===== config.mk =====
export PLATFORM = sky130hd
export DESIGN_NAME = box3d_axis
export DESIGN_NICKNAME = d
export VERILOG_FILES = /design/src/sv/box3d_pkg.sv /design/src/sv/box3d_axis.sv
export SDC_FILE = /design/constraint.sdc
export NUM_CORES = 1
export LEC_CHECK = 0
export ABC_AREA = 1
export BUFFER_PORTS_ARGS = -buffer_cell sky130_fd_sc_hd__buf_2
export CAP_MARGIN = 30
export CELL_PAD_IN_SITES_DETAIL_PLACEMENT = 1
export CELL_PAD_IN_SITES_GLOBAL_PLACEMENT = 1
export CORE_MARGIN = 1
export CORE_UTILIZATION = 40
export DETAILED_ROUTE_END_ITERATION = 16
export PLACE_DENSITY_LB_ADDON = 0.3
export SETUP_SLACK_MARGIN = 0.5
export SLEW_MARGIN = 25
export SYNTH_ARGS = -nofsm -noshare
export SYNTH_HDL_FRONTEND = slang
export SYNTH_SLANG_ARGS = --single-unit

===== constraint.sdc =====
create_clock -name vclk -period 6
set_input_delay 0 -clock vclk [all_inputs]
set_output_delay 0 -clock vclk [all_outputs]
set_load 0.02 [all_outputs]

===== src/sv/box3d_pkg.sv =====
// shared widths, types and helpers for the 3d box overlap ratio pipeline
package box3d_pkg;
  localparam int FIELD_W = 16;
  localparam int RATIO_FRAC_BITS = 16;
  localparam int OVL_W = 18;
  localparam int VOL_W = 51;
  localparam int QUO_W = RATIO_FRAC_BITS + 1;
  localparam int REM_W = VOL_W + 2;
  localparam int DIV_STAGES = 8;
  // the first quotient bit is settled before the division stages
  localparam int BITS_PER_STAGE = (QUO_W - 1 + DIV_STAGES - 1) / DIV_STAGES;
  localparam int OUT_W = 16;

  typedef struct packed {
    logic [REM_W-1:0] rem;
    logic [VOL_W:0]   den;
    logic [QUO_W-1:0] quo;
    logic             zero;
  } div_t;

  // one restoring division step
  function automatic div_t div_step(input div_t d);
    div_t o;
    logic [REM_W-1:0] r2;
    o = d;
    r2 = {d.rem[REM_W-2:0], 1'b0};
    o.quo = {d.quo[QUO_W-2:0], 1'b0};
    if (r2 >= {1'b0, d.den}) begin
      r2 = r2 - {1'b0, d.den};
      o.quo[0] = 1'b1;
    end
    o.rem = r2;
    return o;
  endfunction
endpackage


===== src/sv/box3d_axis.sv =====
// overlap length along one axis in doubled units
module box3d_axis import box3d_pkg::*; (
  input  logic signed [FIELD_W-1:0] ca,
  input  logic        [FIELD_W-1:0] sa,
  input  logic signed [FIELD_W-1:0] cb,
  input  logic        [FIELD_W-1:0] sb,
  output logic        [OVL_W-1:0]   ovl
);
  logic signed [FIELD_W+2:0] lo_a, hi_a, lo_b, hi_b, lo, hi, d;
  always_comb begin
    lo_a = {{2{ca[FIELD_W-1]}}, ca, 1'b0} - $signed({3'b000, sa});
    hi_a = {{2{ca[FIELD_W-1]}}, ca, 1'b0} + $signed({3'b000, sa});
    lo_b = {{2{cb[FIELD_W-1]}}, cb, 1'b0} - $signed({3'b000, sb});
    hi_b = {{2{cb[FIELD_W-1]}}, cb, 1'b0} + $signed({3'b000, sb});
    lo = (lo_a > lo_b) ? lo_a : lo_b;
    hi = (hi_a < hi_b) ? hi_a : hi_b;
    d = hi - lo;
    ovl = (hi > lo) ? d[OVL_W-1:0] : '0;
  end
endmodule


* Yosys cells after proc, flatten, opt, wreduce, memory -nomap -nowiden
Cells that the tools add are included.
Storage, ports and cells: flip-flop bits (word level) 0, input bits 64, output and inout port bits 18, word-level logic and storage cells 11
Cells by class: add/sub/neg operators 5, $lt $le $gt $ge 3, multiplexer cells 3
Operator list (count):
- $mux 19 | 2
- $add 17x17->18 | 2
- $sub 17x17->18 | 2
- $gt 19x19->1 | 1
- $gt 18x18->1 | 1
- $lt 18x18->1 | 1
- $mux 18 | 1
- $sub 18x18->18 | 1

* Logic depth before layout (Yosys ltp)
word-level depth 5, depth in mapped cells 37, gate-level depth less buffers 35

* Worst setup path after synthesis
No wires, ideal clock.
path type in2out, start in ca[0], end out ovl[10], arrival time 5.465 ns, required time 6.000 ns, path slack 0.535 ns, stages 32, path buffers 2, cells stage by stage ha_1 -> fa_1 -> nand3_1 -> nand2_1 -> a21boi_0 -> o21ai_0 -> a31oi_1 -> o21ai_0 -> nand2_1 -> nand2_1 -> xor2_1 -> ha_1 -> a21oi_1 -> nor2_1 -> a2111oi_0 -> nand3_1 -> xor2_1 -> clkbuf_1 -> nand2_1 -> o21ai_0 -> ha_1 -> nand2_1 -> inv_1 -> a21oi_1 -> o21ai_1 -> a21oi_1 -> o21ai_1 -> a21oi_1 -> o21ai_1 -> a21oi_2 -> buf_4 -> nor2_1
Between the ends: cells in the longest elaborated chain, start to end 5
Ends and longest elaborated chain:
- start, declared | RTL line box3d_axis.sv:3 | input logic signed [FIELD_W-1:0] ca,
- $add 17x17->18 or $sub 17x17->18 (tied branches) | RTL line box3d_axis.sv:12, box3d_axis.sv:11
- $lt 18x18->1 or $gt 18x18->1 (tied branches) | RTL line box3d_axis.sv:16, box3d_axis.sv:15
- $mux 19 (on tied branches) | RTL line box3d_axis.sv:16, box3d_axis.sv:15
- $sub 18x18->18 or $gt 19x19->1 (tied branches) | RTL line box3d_axis.sv:17, box3d_axis.sv:18
- $mux 18 (*) | RTL line box3d_axis.sv:18 | ovl = (hi > lo) ? d[OVL_W-1:0] : '0;
- end, declared | RTL line box3d_axis.sv:7 | output logic [OVL_W-1:0] ovl
Mark *: on every way between the ends. The rest lies on a longest branch, timed or not.

* Worst setup path after layout
start in sa[2], end out ovl[14]
Between the ends: cells in the longest elaborated chain, start to end 5
Ends and longest elaborated chain:
- start, declared | RTL line box3d_axis.sv:4 | input logic [FIELD_W-1:0] sa,
- $add 17x17->18 or $sub 17x17->18 (tied branches) | RTL line box3d_axis.sv:12, box3d_axis.sv:11
- $lt 18x18->1 or $gt 18x18->1 (tied branches) | RTL line box3d_axis.sv:16, box3d_axis.sv:15
- $mux 19 (on tied branches) | RTL line box3d_axis.sv:16, box3d_axis.sv:15
- $sub 18x18->18 or $gt 19x19->1 (tied branches) | RTL line box3d_axis.sv:17, box3d_axis.sv:18
- $mux 18 (*) | RTL line box3d_axis.sv:18
Marked as above.

==> metrics.csv <==
metric,value,unit
mapped cell area,0.005074,mm^2
clock share of power,0,
P_leak,3.585,nW
Sequential Power Share,0,
RSZ-0062 raised after global routing,false,
drt first pass iters,5,
largest net degree at the start of global routing,19,
Layout Nets,1129,
post-synth top area share,0.2762,
CP max stage delay,370,ps
Yosys warning count,0,
CP max stage cell,fa_2,
port bufs,82,
Layout clock buffers,0,
Synth cell types,41,
WP data required,6000,ps
max_slew headroom,0.7454,
power share of the combinational group,1.000,
Final Max Tran Viols,0,
mean post-synth cell area,6.135,um^2
initial antenna violation count,0,
dpl hpwl,14270,um
"Area growth, synth to finish",30.09,%
Setup Crit Path Kind,input pin to output port,
crit path time final,5342,ps
vias per cell,5.330,
final hold vios,0,
All-Layer GR Usage,0.2543,
routed via count,5938,
total power,2.820,mW
switching fraction of total power,0.5816,
Core ar.,0.01221,mm^2
status,completed,
element type at the critical path end,output port,
DRT iter0 DRCs,266,
fmax,0.1872,GHz
sequential cell area fraction in the yosys report,0,
Util after Layout,0.5405,
routed len/inst,16.96,um
Sequential Area,0,um^2
GR Overflow Total,0,
CP Max Fanout,9,
PD cells,427.3,mW/mm^2
DRC viols,0,
Routed Antenna Nets,0,
final setup vio count,0,
Antenna Cells,0,
final worst path period share,0.8904,
largest area contributor in the netlist,ha_1,
"most common cell after layout, fill and taps aside",nand2_1,
GPL Wtd Cong,0.9077,
CP dominant cell by count,nand2_1,
height of the die,114.6,um
"commonest non-fill, non-tap cells in the layout","nand2_1 (174), inv_1 (121), ha_1 (92), buf_2 (80), a21oi_1 (67)",
worst setup margin,657.6,ps
Gate Count Post-Synth,827,
row cnt,40,
final wirelength,18900,um
CTS Hold Bufs,0,
Chip Width,114.6,um
min-delay worst type,input pin to output port,
Starting Density,0.4155,
io pins,82,
Setup WS pre-CTS,-148.9,ps
Syn Nets,1008,
vias in the first global route,5691,
layout cell share with drive strength beyond 1,0.2780,
net load switching power,1.640,mW
worst vdd ir,185.1,uV
top post-synthesis cells by area,"ha_1 (28%), nand2_1 (13%), xor2_1 (9.8%), inv_1 (9.6%), a21oi_1 (7.6%)",
"Arr. time, crit path",5340,ps
Max Cap Viol,0,
global-route wire length before repair,26940,um
P_int,1.180,mW
number of sequential cells,0,
worst-margin pin slew,380.6,ps
crit path launch type,input pin,
Die Footprint,0.01314,mm^2
final hold slack,633.8,ps
## final timing paths
check,from,to,depth (start not counted)
worst min-delay path,sb[0],ovl[0],6
worst max-delay path,sa[2],ovl[14],35
## critical path: cells and delay by family
family	cells	cell delay [ps]
adder cells (fa/ha/maj)	4	1100
AND/OR/NAND/NOR	14	1520
AO/OA/AOI/OAI	9	1660
buffers and inverters	6	610
XOR/XNOR	2	450
## layer usage
layer	wire length [um]	vias to the layer above	share of wire	track usage
met2	8902	193	0.47	0.4396
met1	8542	2758	0.45	0.3521
li1	-	2951	-	-
met4	496	0	0.026	0.03636
met5	0	-	0	0
met3	957	36	0.051	0.01641
## cells in the mapped netlist, drive strengths merged
library cell  number
a2111oi            1
ha               112
fa                 5
a21o               2
a211oi             3
o2111ai            1
o21bai             8
a21oi             80
and2               1
a31oi              5
a31o               2
clkbuf             6
a21boi             8
nand2            198
o211ai             2
o31ai              1
nor4               2
nand4             26
inv              130
nor3               6
and3               1
buf               14
o21ai             52
o221a              1
nand3             24
a221oi             1
xor2              57
xnor2             11
nor2              64
or2                3
## timing repair
action,CTS,global route
buffers inserted,10,23
cloned,1,2
endpoints found under the setup margin,18,18
pin swaps,11,40
gates resized for setup,39,92
## cell type report
| cell class | count | area, um^2 |
|---|---|---|
| Fill cell | 1684 | 5612 |
| Multi-Input combinational cell | 678 | 4999 |
| Inverter | 130 | 488.0 |
| Tap cell | 168 | 210.2 |
| Timing Repair Buffer | 138 | 903.4 |
## power groups by stage
stage	logic, mW	registers [mW]	clock network [mW]
finish	2.82	0	0
global route	3.09	0	0
CTS	2.44	0	0
detailed placement	2.32	0	0
global placement	2.27	0	0
floorplan	1.62	0	0
## kinds of logic after synthesis
logic type,count (synthesis),share of synthesized area
AND/OR/NAND/NOR,325,0.2848
AO/OA/AOI/OAI,167,0.1850
buffers and inverters,150,0.1169
adder cells (fa/ha/maj),117,0.2959
XOR/XNOR,68,0.1174
## per-stage QoR
step / instances / setup TNS, ps / cell area, um^2
2_1_floorplan: 827 / 0 / 5074
3_3_place_gp: 1078 / 0 / 5779
3_5_place_dp: 1078 / -989.0 / 5779
4_1_cts: 1089 / 0 / 5982
5_1_grt: 1114 / 0 / 6600
6_report: 1114 / 0 / 6600
Note: power is estimated with default switching activity, not from simulation.
